File: src/design/pwzls_pkg.sv
`timescale 1ns / 1ps

package pwzls_pkg;

   localparam int ZONES_DEF = 7;
   localparam int PIN_W     = 14;

   // commands
   localparam logic [2:0] CMD_SET    = 3'd0;
   localparam logic [2:0] CMD_QUERY  = 3'd1;
   localparam logic [2:0] CMD_SHED   = 3'd2;
   localparam logic [2:0] CMD_UNSHED = 3'd3;
   localparam logic [2:0] CMD_ROTATE = 3'd4;

   // zone modes
   localparam logic [2:0] MODE_COMFORT = 3'd0;
   localparam logic [2:0] MODE_ECO     = 3'd1;
   localparam logic [2:0] MODE_FROST   = 3'd2;
   localparam logic [2:0] MODE_OFF     = 3'd3;
   localparam logic [2:0] MODE_SHED    = 3'd4;

   // result status
   localparam logic [1:0] ST_DONE   = 2'd0;
   localparam logic [1:0] ST_REJECT = 2'd1;
   localparam logic [1:0] ST_HELD   = 2'd2;

   typedef struct packed {
      logic [2:0] command;
      logic [3:0] zone;
      logic [2:0] mode;
   } req_type;

   typedef struct packed {
      logic [1:0]       status;
      logic [2:0]       mode_read;
      logic [PIN_W-1:0] pin_drive;
      logic [2:0]       shed_count;
      logic [2:0]       oldest_shed;
   } rsp_type;

   typedef struct packed {
      logic load_in;
      logic exec;
      logic shed2;
      logic load_rsp;
   } ctl_cmd_type;

   typedef struct packed {
      logic rot_go;
   } dp_stat_type;

   // first wire in bit 0, second wire in bit 1
   function automatic logic [1:0] wire_pattern(input logic [2:0] code);
      logic [1:0] pat;
      unique case (code)
         MODE_COMFORT: pat = 2'b00;
         MODE_ECO:     pat = 2'b11;
         MODE_OFF:     pat = 2'b10;
         default:      pat = 2'b01;
      endcase
      return pat;
   endfunction

endpackage

File: src/design/pilot_wire_zone_load_shedder.sv
`timescale 1ns / 1ps

// an accepted word runs the exec state, then the rot state if it rotates, then done, which loads rsp
// the sequencer runs one command at a time; req_stall is high from accept until done loads rsp
// the rot state of a rotate is the shed step that follows its unshed on the same zone state
// a stalled previous rsp word holds the last step until that word leaves
// reset: every zone active and requested frost guard, no zone shed, oldest shed zone one,
// rsp_valid low, ready for a word in the first cycle after reset
module pilot_wire_zone_load_shedder #(
   parameter int ZONES = pwzls_pkg::ZONES_DEF
) (
   input  logic               clock,
   input  logic               reset,
   input  logic               req_valid,
   output logic               req_stall,
   input  pwzls_pkg::req_type req,
   output logic               rsp_valid,
   input  logic               rsp_stall,
   output pwzls_pkg::rsp_type rsp
);

   pwzls_pkg::ctl_cmd_type cmd;
   pwzls_pkg::dp_stat_type stat;

   pwzls_ctrl u_ctrl (
      .clock     (clock),
      .reset     (reset),
      .req_valid (req_valid),
      .req_stall (req_stall),
      .rsp_valid (rsp_valid),
      .rsp_stall (rsp_stall),
      .stat      (stat),
      .cmd       (cmd)
   );

   pwzls_dp #(
      .ZONES (ZONES)
   ) u_dp (
      .clock (clock),
      .reset (reset),
      .req   (req),
      .cmd   (cmd),
      .stat  (stat),
      .rsp   (rsp)
   );

   a_shed_range: assert property (@(posedge clock) disable iff (reset)
      rsp_valid |-> (rsp.shed_count <= 3'(ZONES)))
      else $error("shed count above zone count");

   a_oldest_range: assert property (@(posedge clock) disable iff (reset)
      rsp_valid |-> (rsp.oldest_shed != 3'd0 && rsp.oldest_shed <= 3'(ZONES)))
      else $error("oldest shed zone out of range");

   a_busy_after_accept: assert property (@(posedge clock) disable iff (reset)
      (req_valid && !req_stall) |=> req_stall)
      else $error("accepted a second word while busy");

   a_status_code: assert property (@(posedge clock) disable iff (reset)
      rsp_valid |-> (rsp.status != 2'd3))
      else $error("undefined status code");

endmodule

File: src/design/pwzls_ctrl.sv
`timescale 1ns / 1ps

module pwzls_ctrl (
   input  logic                   clock,
   input  logic                   reset,
   input  logic                   req_valid,
   output logic                   req_stall,
   output logic                   rsp_valid,
   input  logic                   rsp_stall,
   input  pwzls_pkg::dp_stat_type stat,
   output pwzls_pkg::ctl_cmd_type cmd
);

   localparam logic [1:0] S_IDLE = 2'd0;
   localparam logic [1:0] S_EXEC = 2'd1;
   localparam logic [1:0] S_ROT  = 2'd2;
   localparam logic [1:0] S_DONE = 2'd3;

   logic [1:0] state_ff, state_in;
   logic       rsp_valid_ff, rsp_valid_in;
   logic       out_free;

   assign req_stall = (state_ff != S_IDLE);
   assign rsp_valid = rsp_valid_ff;
   assign out_free  = !rsp_valid_ff || !rsp_stall;

   always_comb begin
      state_in = state_ff;
      cmd      = '0;
      unique case (state_ff)
         S_IDLE: begin
            if (req_valid) begin
               cmd.load_in = 1'b1;
               state_in    = S_EXEC;
            end
         end
         S_EXEC: begin
            cmd.exec = 1'b1;
            state_in = stat.rot_go ? S_ROT : S_DONE;
         end
         S_ROT: begin
            cmd.shed2 = 1'b1;
            state_in  = S_DONE;
         end
         S_DONE: begin
            if (out_free) begin
               cmd.load_rsp = 1'b1;
               state_in     = S_IDLE;
            end
         end
         default: state_in = S_IDLE;
      endcase
   end

   always_comb begin
      rsp_valid_in = rsp_valid_ff;
      if (cmd.load_rsp) begin
         rsp_valid_in = 1'b1;
      end else if (!rsp_stall) begin
         rsp_valid_in = 1'b0;
      end
   end

   always_ff @(posedge clock) begin
      if (reset) begin
         state_ff     <= S_IDLE;
         rsp_valid_ff <= 1'b0;
      end else begin
         state_ff     <= state_in;
         rsp_valid_ff <= rsp_valid_in;
      end
   end

endmodule

File: src/design/pwzls_dp.sv
`timescale 1ns / 1ps

module pwzls_dp #(
   parameter int ZONES = pwzls_pkg::ZONES_DEF
) (
   input  logic                   clock,
   input  logic                   reset,
   input  pwzls_pkg::req_type     req,
   input  pwzls_pkg::ctl_cmd_type cmd,
   output pwzls_pkg::dp_stat_type stat,
   output pwzls_pkg::rsp_type     rsp
);

   localparam int         IW = $clog2(ZONES);
   localparam logic [2:0] ZN = 3'(ZONES);
   localparam int         PIN_W_L = pwzls_pkg::PIN_W;

   pwzls_pkg::req_type in_ff;
   pwzls_pkg::rsp_type rsp_ff;

   logic [2:0] act_ff  [ZONES];
   logic [1:0] reqm_ff [ZONES];
   logic [1:0] drv_ff  [ZONES];
   logic [2:0] level_ff, level_in;
   logic [2:0] oldest_ff, oldest_in;
   logic [1:0] status_ff, status_in;
   logic [2:0] mread_ff, mread_in;

   logic          zone_ok, rot_ok;
   logic [IW-1:0] zi, oi, si;
   logic [3:0]    sum;
   logic          ap_en, rq_en, do_shed, do_unshed;
   logic [IW-1:0] ap_idx;
   logic [2:0]    ap_code;
   logic [PIN_W_L-1:0] pin;

   assign zone_ok = (in_ff.zone != 4'd0) && (in_ff.zone <= {1'b0, ZN});
   assign zi      = IW'(in_ff.zone[2:0] - 3'd1);
   assign oi      = IW'(oldest_ff - 3'd1);
   // next zone after the shed run, wrapping once at most
   assign sum     = {1'b0, oldest_ff - 3'd1} + {1'b0, level_ff};
   assign si      = (sum >= {1'b0, ZN}) ? IW'(sum - {1'b0, ZN}) : IW'(sum);
   assign rot_ok  = (level_ff != 3'd0) && (level_ff < ZN);

   assign stat.rot_go = (in_ff.command == pwzls_pkg::CMD_ROTATE) && rot_ok;

   always_comb begin
      ap_en     = 1'b0;
      ap_idx    = zi;
      ap_code   = pwzls_pkg::MODE_FROST;
      rq_en     = 1'b0;
      do_shed   = cmd.shed2;
      do_unshed = 1'b0;
      level_in  = level_ff;
      oldest_in = oldest_ff;
      status_in = status_ff;
      mread_in  = mread_ff;
      if (cmd.exec) begin
         status_in = pwzls_pkg::ST_DONE;
         mread_in  = pwzls_pkg::MODE_COMFORT;
         unique case (in_ff.command)
            pwzls_pkg::CMD_SET: begin
               if (!zone_ok || in_ff.mode > pwzls_pkg::MODE_OFF) begin
                  status_in = pwzls_pkg::ST_REJECT;
               end else begin
                  rq_en = 1'b1;
                  if (act_ff[zi] == pwzls_pkg::MODE_SHED) begin
                     status_in = pwzls_pkg::ST_HELD;
                  end else begin
                     ap_en   = 1'b1;
                     ap_code = in_ff.mode;
                  end
               end
            end
            pwzls_pkg::CMD_QUERY: begin
               if (!zone_ok) begin
                  status_in = pwzls_pkg::ST_REJECT;
               end else begin
                  mread_in = act_ff[zi];
               end
            end
            pwzls_pkg::CMD_SHED:   do_shed   = 1'b1;
            pwzls_pkg::CMD_UNSHED: do_unshed = 1'b1;
            pwzls_pkg::CMD_ROTATE: do_unshed = rot_ok;
            default:               status_in = pwzls_pkg::ST_REJECT;
         endcase
      end
      if (do_unshed && level_ff != 3'd0) begin
         level_in  = level_ff - 3'd1;
         ap_en     = 1'b1;
         ap_idx    = oi;
         ap_code   = {1'b0, reqm_ff[oi]};
         oldest_in = (oldest_ff == ZN) ? 3'd1 : oldest_ff + 3'd1;
      end
      if (do_shed && level_ff < ZN) begin
         level_in = level_ff + 3'd1;
         ap_en    = 1'b1;
         ap_idx   = si;
         ap_code  = pwzls_pkg::MODE_SHED;
      end
   end

   always_comb begin
      pin = '0;
      for (int z = 0; z < ZONES; z++) begin
         pin[2*z +: 2] = drv_ff[z];
      end
   end

   always_ff @(posedge clock) begin
      if (reset) begin
         for (int i = 0; i < ZONES; i++) begin
            act_ff[i]  <= pwzls_pkg::MODE_FROST;
            reqm_ff[i] <= pwzls_pkg::MODE_FROST[1:0];
            drv_ff[i]  <= pwzls_pkg::wire_pattern(pwzls_pkg::MODE_FROST);
         end
         level_ff  <= 3'd0;
         oldest_ff <= 3'd1;
      end else begin
         if (ap_en) begin
            act_ff[ap_idx] <= ap_code;
            drv_ff[ap_idx] <= pwzls_pkg::wire_pattern(ap_code);
         end
         if (rq_en) begin
            reqm_ff[zi] <= in_ff.mode[1:0];
         end
         level_ff  <= level_in;
         oldest_ff <= oldest_in;
      end
   end

   always_ff @(posedge clock) begin
      if (cmd.load_in) begin
         in_ff <= req;
      end
      status_ff <= status_in;
      mread_ff  <= mread_in;
      if (cmd.load_rsp) begin
         rsp_ff.status      <= status_ff;
         rsp_ff.mode_read   <= mread_ff;
         rsp_ff.pin_drive   <= pin;
         rsp_ff.shed_count  <= level_ff;
         rsp_ff.oldest_shed <= oldest_ff;
      end
   end

   assign rsp = rsp_ff;

endmodule
File: config.mk
export PLATFORM = sky130hd
export DESIGN_NAME = pilot_wire_zone_load_shedder
export DESIGN_NICKNAME = d
export VERILOG_FILES = /design/src/design/pwzls_pkg.sv /design/src/design/pilot_wire_zone_load_shedder.sv /design/src/design/pwzls_ctrl.sv /design/src/design/pwzls_dp.sv
export SDC_FILE = /design/constraint.sdc
export NUM_CORES = 1
export LEC_CHECK = 0
export BUFFER_PORTS_ARGS = -buffer_cell sky130_fd_sc_hd__buf_2
export CAP_MARGIN = 20
export CORE_MARGIN = 2
export CORE_UTILIZATION = 60
export DETAILED_ROUTE_END_ITERATION = 12
export GPL_TIMING_DRIVEN = 0
export PLACE_DENSITY = 0.81
export SYNTH_ARGS = -nofsm -noshare
export SYNTH_HDL_FRONTEND = slang
export SYNTH_SLANG_ARGS = --single-unit
export TNS_END_PERCENT = 1
File: constraint.sdc
create_clock -name clock -period 8.2 [get_ports clock]
set_input_delay 0 -clock clock [delete_from_list [all_inputs] [get_ports clock]]
set_output_delay 0 -clock clock [all_outputs]
set_load 0.02 [all_outputs]
==> run_results.csv, run 1 <==
group,metric,value,unit
worst_setup_path,critPathLaunchType,"flip-flop",
sta,slew_violations,0,
routing,drc,0,
synthesis,ys_seq_elements,103,
min_path,min_path_type,"in -> reg",
synthesis,synth.area.top_cells,"edfxtp_1, dfxtp_1, mux4_2",
worst_setup_path,path_depth,12,
die,pin_count,41,
cts,post_cts_buffers,0,
synthesis,synth_common_cells,"edfxtp_1, nand2_1, nor2_1",
synthesis,synth-async-reset-ratio,0,%
global_routing,grt_pass1_vias,3006,
global_routing,antenna_found_initial,0,
sta,min_period_over_period,53.88,%
die,die_w,93.23,µm
cells_and_area,num-nets-final,445,
synthesis,syn-num-nets,384,
cts,clockBufferDepth,2,
synthesis,synth-edff-count,87,
min_path,worstHoldPathCells,4,
synthesis,netlist_instances,355,
synthesis,syn_area,4777,µm²
placement,io_buffers,39,
worst_setup_path,critPathArrivalTime,4480,ps
cts,numCtsBuffers,9,
die,die_y,93.23,µm
power_and_ir_drop,power.density,261.8,nW/µm²
sta,hold_violations,0,
die,start_util,61.82,%
cts,clkLatencyLatePin,370,ps
sta,min_period,4418,ps
sta,relSlewSlack,38.45,%
worst_setup_path,reg2reg_slack,3780,ps
cells_and_area,insertedDiodeCount,0,
power_and_ir_drop,p_leak,0.001902,µW
cts,cts-root-buf,"clkbuf_8",
cells_and_area,syn_to_final_growth,12.99,%
routing,post_drt_wl_per_cell,17.83,µm
worst_setup_path,path_delay_family,"adder cells",
synthesis,ys.flop_type,"edfxtp_1",
job,drv_cap,0,
synthesis,avgSynthCellArea,13.46,µm²
cts,cts_tree,"built",
global_routing,grt_usage,23.39,%
cells_and_area,drive_above_1_share,23.52,%
global_routing,grt_start_max_net_pins,26,
sta,setup_violations,0,
die,rows,32,
cts,cts.clk_slew.worst_paths,100,ps
die,die_area,8692,µm²
routing,drtPass1Iterations,5,
sta,tns,0,ps
power_and_ir_drop,peakVddDrop,0.1772,mV
worst_setup_path,cp_cell_sequence,"inv_1, ha_1, clkbuf_1, inv_1, fa_1, ha_1, inv_1, o211a_1, mux2_2, o211ai_1, or4_1, nand2_1",
worst_setup_path,crit_fanout,9,
cts,cts.htree.levels,3,
sta,finClkSkew,15.78,ps
worst_setup_path,reg2reg_depth,12,
synthesis,synthMostInstantiatedCell,"edfxtp_1",
worst_setup_path,max_stage_delay,700,ps
synthesis,synth_cell_types,59,
worst_setup_path,crit_type,"reg -> reg",
sta,whs,140.8,ps
cts,cts_sinks,103,
routing,vias,3155,
routing,ant_nets,0,
routing,drt_iter0_markers,313,
synthesis,synth_sequential_area_ratio,61.39,%
global_routing,grt.overflow.total,0,
worst_setup_path,worst-path-buf-inv,4,
sta,rsz0062_at_grt,"false",
routing,totalWireLength,9325,µm
sta,tightest_slew,921.0,ps
die,fp.coreArea,7727,µm²
placement,gp_congestion,0.9247,
status,status,"complete, no violations",
global_routing,grt_first_pass_wirelength,15020,µm
worst_setup_path,cp.required,8260,ps
synthesis,yosysTopAreaCell,"edfxtp_1",
synthesis,synth_top_area_share,54.69,%
synthesis,ys_warn_count,0,
placement,hpwl,6621,µm
power_and_ir_drop,p_total,1413,µW
routing,viasPerCell,6.033,
worst_setup_path,slowest_stage,"or4_1",
worst_setup_path,cp-end-kind,"flip-flop",
sta,max_freq,226.3,MHz
worst_setup_path,cp_common_cell,"inv_1",
[worst register-to-register path, stage by stage (launching register included)]
cell      delay, ps
dfxtp_1         560
inv_1           170
ha_1            300
clkbuf_1        370
inv_1           140
fa_1            550
ha_1            180
inv_1            60
o211a_1         250
mux2_2          250
o211ai_1        300
or4_1           700
nand2_1         260
[cells in the final DEF (no fill, tap or decap), types with 4 or more instances in the layout]
master,count
edfxtp_1,87
buf_2,44
nand2_1,34
nor2_1,32
inv_1,17
dfxtp_1,16
a21oi_1,14
ha_1,13
dlygate4sd3_1,11
mux4_2,10
o21ai_0,10
nand3_1,10
clkbuf_8,9
and2_1,8
nor3_1,7
clkbuf_1,5
xnor2_1,5
o31ai_1,5
or2_2,5
nor4_1,5
nor2b_1,4
xor2_1,4
o211a_1,4
mux2i_1,4
or3_1,4
[metrics by stage]
step	setup slack [ps]	cell area [µm²]	util [%]	std cells
5_1_grt	3472	5398	69.85	523
3_5_place_dp	3835	5111	66.14	496
2_1_floorplan	4427	4777	-	355
6_report	3782	5398	69.85	523
3_3_place_gp	3989	5100	66.00	496
4_1_cts	3816	5398	69.85	523
[metal layers]
layer	GRT usage [%]	vias up	wire length, µm
li1	-	1445	-
met1	30.90	1511	3704
met2	38.55	178	4674
met3	4.512	21	751
met4	9.191	0	194
met5	0	-	0
[cell type report]
type	count	area [µm²]
buffer	12	62.56
multi-input combinational	222	1725
fill	525	2330
clock inverter	7	52.55
tap	102	127.6
sequential	103	2933
clock buffer	9	123.9
inverter	18	67.56
timing repair buffer	50	305.3
[where the power goes]
group | total (µW) | switching [µW] | leakage [µW] | internal (µW)
Clock | 294 | 180 | 0.0000929 | 114
Sequential | 676 | 42.6 | 0.000900 | 633
Combinational | 443 | 283 | 0.000909 | 160
[sequential cells by signal (all words and copies together), names as in the netlist, 2 cells and up]
register         flops
u_dp.reqm_ff        16
u_dp.oldest_ff       3
u_ctrl.state_ff      2
u_dp.act_ff         24
u_dp.status_ff       2
rsp                 14
u_dp.drv_ff         14
u_dp.level_ff        3
u_dp.mread_ff        3
u_dp.rsp            11
u_dp.in_ff          10
[repair_timing]
| item | CTS | global route |
|---|---|---|
| hold buffers | 11 | 0 |
| gates resized for setup | 0 | 0 |
| hold endpoints to repair | 11 | 0 |
[cells by family after synthesis]
logic type      after synthesis  synth area share, %
buf+inv                      30                2.724
xor+xnor                      9                1.650
fa+ha+maj                    15                4.243
simple gates                130                14.72
compound gates               51                9.011
flops                       103                61.39
mux                          17                6.260
[path summary, 6_finish.rpt]
kind / start / endpoint
worst min register to register: u_dp.status_ff[1]$_DFFE_PP_ / u_dp.rsp[24]$_DFFE_PP_
worst max register to register: u_dp.oldest_ff[0]$_SDFFE_PP1N_ / u_dp.drv_ff[3][1]$_SDFFCE_PN0P_
worst max-delay path: u_dp.oldest_ff[0]$_SDFFE_PP1N_ / u_dp.drv_ff[3][1]$_SDFFCE_PN0P_
worst min-delay path: req_valid / u_ctrl.state_ff[1]$_SDFFE_PP0P_
Note: power is estimated with default switching activity, not from simulation.
==> inputs of run 2 (changes only) <==
CORE_UTILIZATION = 59   (was 60)
PLACE_DENSITY = 0.8   (was 0.81)
clock period = 4.6 ns   (was 8.2 ns; I/O delays follow)
==> run 2 against run 1 <==
Effect of this change: final area is 0.28% lower; first-iteration DRC count is 17% lower; critical path depth is 1 lower; critical endpoint unchanged.
==> run_results.csv, run 2 (same netlist as run 1, synthesis figures left out) <==
group,metric,value,unit
status,status,"complete, no violations",
sta,finClkSkew,11.39,ps
routing,viasPerCell,5.916,
worst_setup_path,critPathArrivalTime,4220,ps
worst_setup_path,r2r-start,"u_dp.oldest_ff[0]$_SDFFE_PP1N_",
cells_and_area,insertedDiodeCount,0,
worst_setup_path,cp.required,4660,ps
cells_and_area,largest_reg_flops,24,
cells_and_area,fin_util,69.30,%
cells_and_area,final_cell_mix,"edfxtp_1, buf_2, nand2_1, nor2_1, inv_1",
routing,drc,0,
min_path,min_path_type,"in -> reg",
global_routing,grt_pass1_vias,3131,
worst_setup_path,reg2reg_to,"u_dp.drv_ff[3][1]$_SDFFCE_PN0P_",
sta,whs,112.4,ps
routing,drt_iter0_markers,259,
worst_setup_path,critPathCapture,"u_dp.drv_ff[3][1]$_SDFFCE_PN0P_",
placement,io_buffers,39,
sta,setup_violations,0,
job,drv_cap,0,
worst_setup_path,crit_fanout,9,
routing,post_drt_wl_per_cell,18.20,µm
cells_and_area,top_register,"u_dp.act_ff",
global_routing,grt_usage,23.64,%
cts,cts-root-buf,"clkbuf_8",
worst_setup_path,critPathLaunchType,"flip-flop",
cts,cts.clk_slew.worst_paths,100,ps
worst_setup_path,crit_type,"reg -> reg",
worst_setup_path,slowest_stage,"or4_1",
die,start_util,61.50,%
global_routing,antenna_found_initial,0,
cts,numCtsBuffers,9,
cells_and_area,fin_area,5383,µm²
cts,cts_resized,0,
die,die_y,93.98,µm
power_and_ir_drop,peakVddDrop,0.3330,mV
power_and_ir_drop,p_leak,0.001887,µW
cells_and_area,layout_commonest_cell,"edfxtp_1",
sta,min_period_over_period,90.41,%
worst_setup_path,critPathLaunch,"u_dp.oldest_ff[0]$_SDFFE_PP1N_",
sta,rsz0062_at_grt,"false",
cts,cts.htree.levels,3,
worst_setup_path,cp_common_cell,"inv_1",
sta,relSlewSlack,36.97,%
routing,drtPass1Iterations,5,
die,rows,32,
power_and_ir_drop,power.density,464.8,nW/µm²
sta,worst_slack,441.2,ps
die,die_w,93.98,µm
global_routing,grt_first_pass_wirelength,15410,µm
sta,tightest_slew,943.1,ps
die,fp.coreArea,7767,µm²
worst_setup_path,reg2reg_slack,440,ps
cts,clockBufferDepth,2,
worst_setup_path,max_stage_delay,700,ps
cells_and_area,reg_top3,"u_dp.act_ff (24), u_dp.reqm_ff (16)",
sta,max_freq,240.5,MHz
placement,gp_congestion,0.8887,
cts,clkLatencyLatePin,360,ps
routing,ant_nets,0,
placement,placed_area,5111,µm²
placement,place_worst_setup_slack,317.7,ps
sta,slew_violations,0,
sta,min_period,4159,ps
worst_setup_path,cp-end-kind,"flip-flop",
worst_setup_path,reg2reg_depth,11,
sta,hold_violations,0,
cts,cts_sinks,103,
cells_and_area,num-nets-final,444,
die,pin_count,41,
routing,vias,3088,
cts,cts_tree,"built",
global_routing,grt_start_max_net_pins,26,
cells_and_area,syn_to_final_growth,12.68,%
global_routing,grt.overflow.total,0,
worst_setup_path,cp_cell_sequence,"inv_1, ha_1, inv_1, fa_1, ha_1, inv_1, o211a_1, mux2_2, o211ai_1, or4_1, nand2_1",
sta,tns,0,ps
placement,hpwl,6767,µm
routing,totalWireLength,9503,µm
die,die_area,8832,µm²
cells_and_area,drive_above_1_share,23.57,%
[run 2: cell types whose count changed in the layout (fill, tap and decap cells not counted)]
cell / previous run / this run
clkinv_1: 2 / 0
clkinvlp_4: 0 / 2
inv_8: 2 / 0
clkbuf_1: 5 / 6
clkinv_2: 1 / 2
inv_6: 2 / 1
[run 2: worst min-delay path by stage]
stage                     startpoint                         endpoint  slack, ps  cells after the start
after floorplan               req[0]          u_dp.in_ff[0]$_DFFE_PP_        100                      0
after global placement        req[9]          u_dp.in_ff[9]$_DFFE_PP_        180                      1
after detailed placement      req[5]          u_dp.in_ff[5]$_DFFE_PP_        180                      1
after CTS                  req_valid  u_ctrl.state_ff[1]$_SDFFE_PP0P_        110                      4
after global routing       req_valid  u_ctrl.state_ff[1]$_SDFFE_PP0P_        170                      4
final                      req_valid  u_ctrl.state_ff[1]$_SDFFE_PP0P_        110                      4
[run 2: power breakdown]
| part | internal [µW] | switching, µW |
|---|---|---|
| Sequential | 1130 | 74.2 |
| Clock | 198 | 300 |
| Combinational | 286 | 515 |
[run 2: repair_timing]
item / CTS / global route
setup buffers: 0 / 0
hold endpoints to repair: 11 / 0
setup endpoints to repair: 0 / 5
hold buffers: 11 / 0
[run 2: metrics by stage]
stage               std cells  power (µW)
floorplan                 355        1795
global placement          496        1965
detailed placement        496        2000
CTS                       523        2500
global route              522        2635
finish                    522        2502
[run 2: layout make-up]
cell class | count | area, µm²
Sequential cell | 103 | 2933
Fill cell | 563 | 2385
Multi-Input combinational cell | 222 | 1725
Timing Repair Buffer | 50 | 305.3
Clock buffer | 11 | 131.4
Tap cell | 102 | 127.6
Inverter | 18 | 67.56
Buffer | 11 | 58.81
Clock inverter | 5 | 33.78
[run 2: per-layer routing]
layer  vias to the layer above  share of wire [%]  global-route usage [%]
met5                         -                  0                       0
met4                         0                1.4                   7.971
li1                       1439                  -                       -
met2                       155                 49                   38.81
met1                      1479                 40                   31.71
met3                        15                9.0                   4.815
[run 2: critical path: cells and delay by family (launching register included)]
kind	cells	cell delay [ps]
mux	1	250
flops	1	550
buf+inv	3	350
simple gates	2	960
compound gates	2	540
fa+ha+maj	3	1210
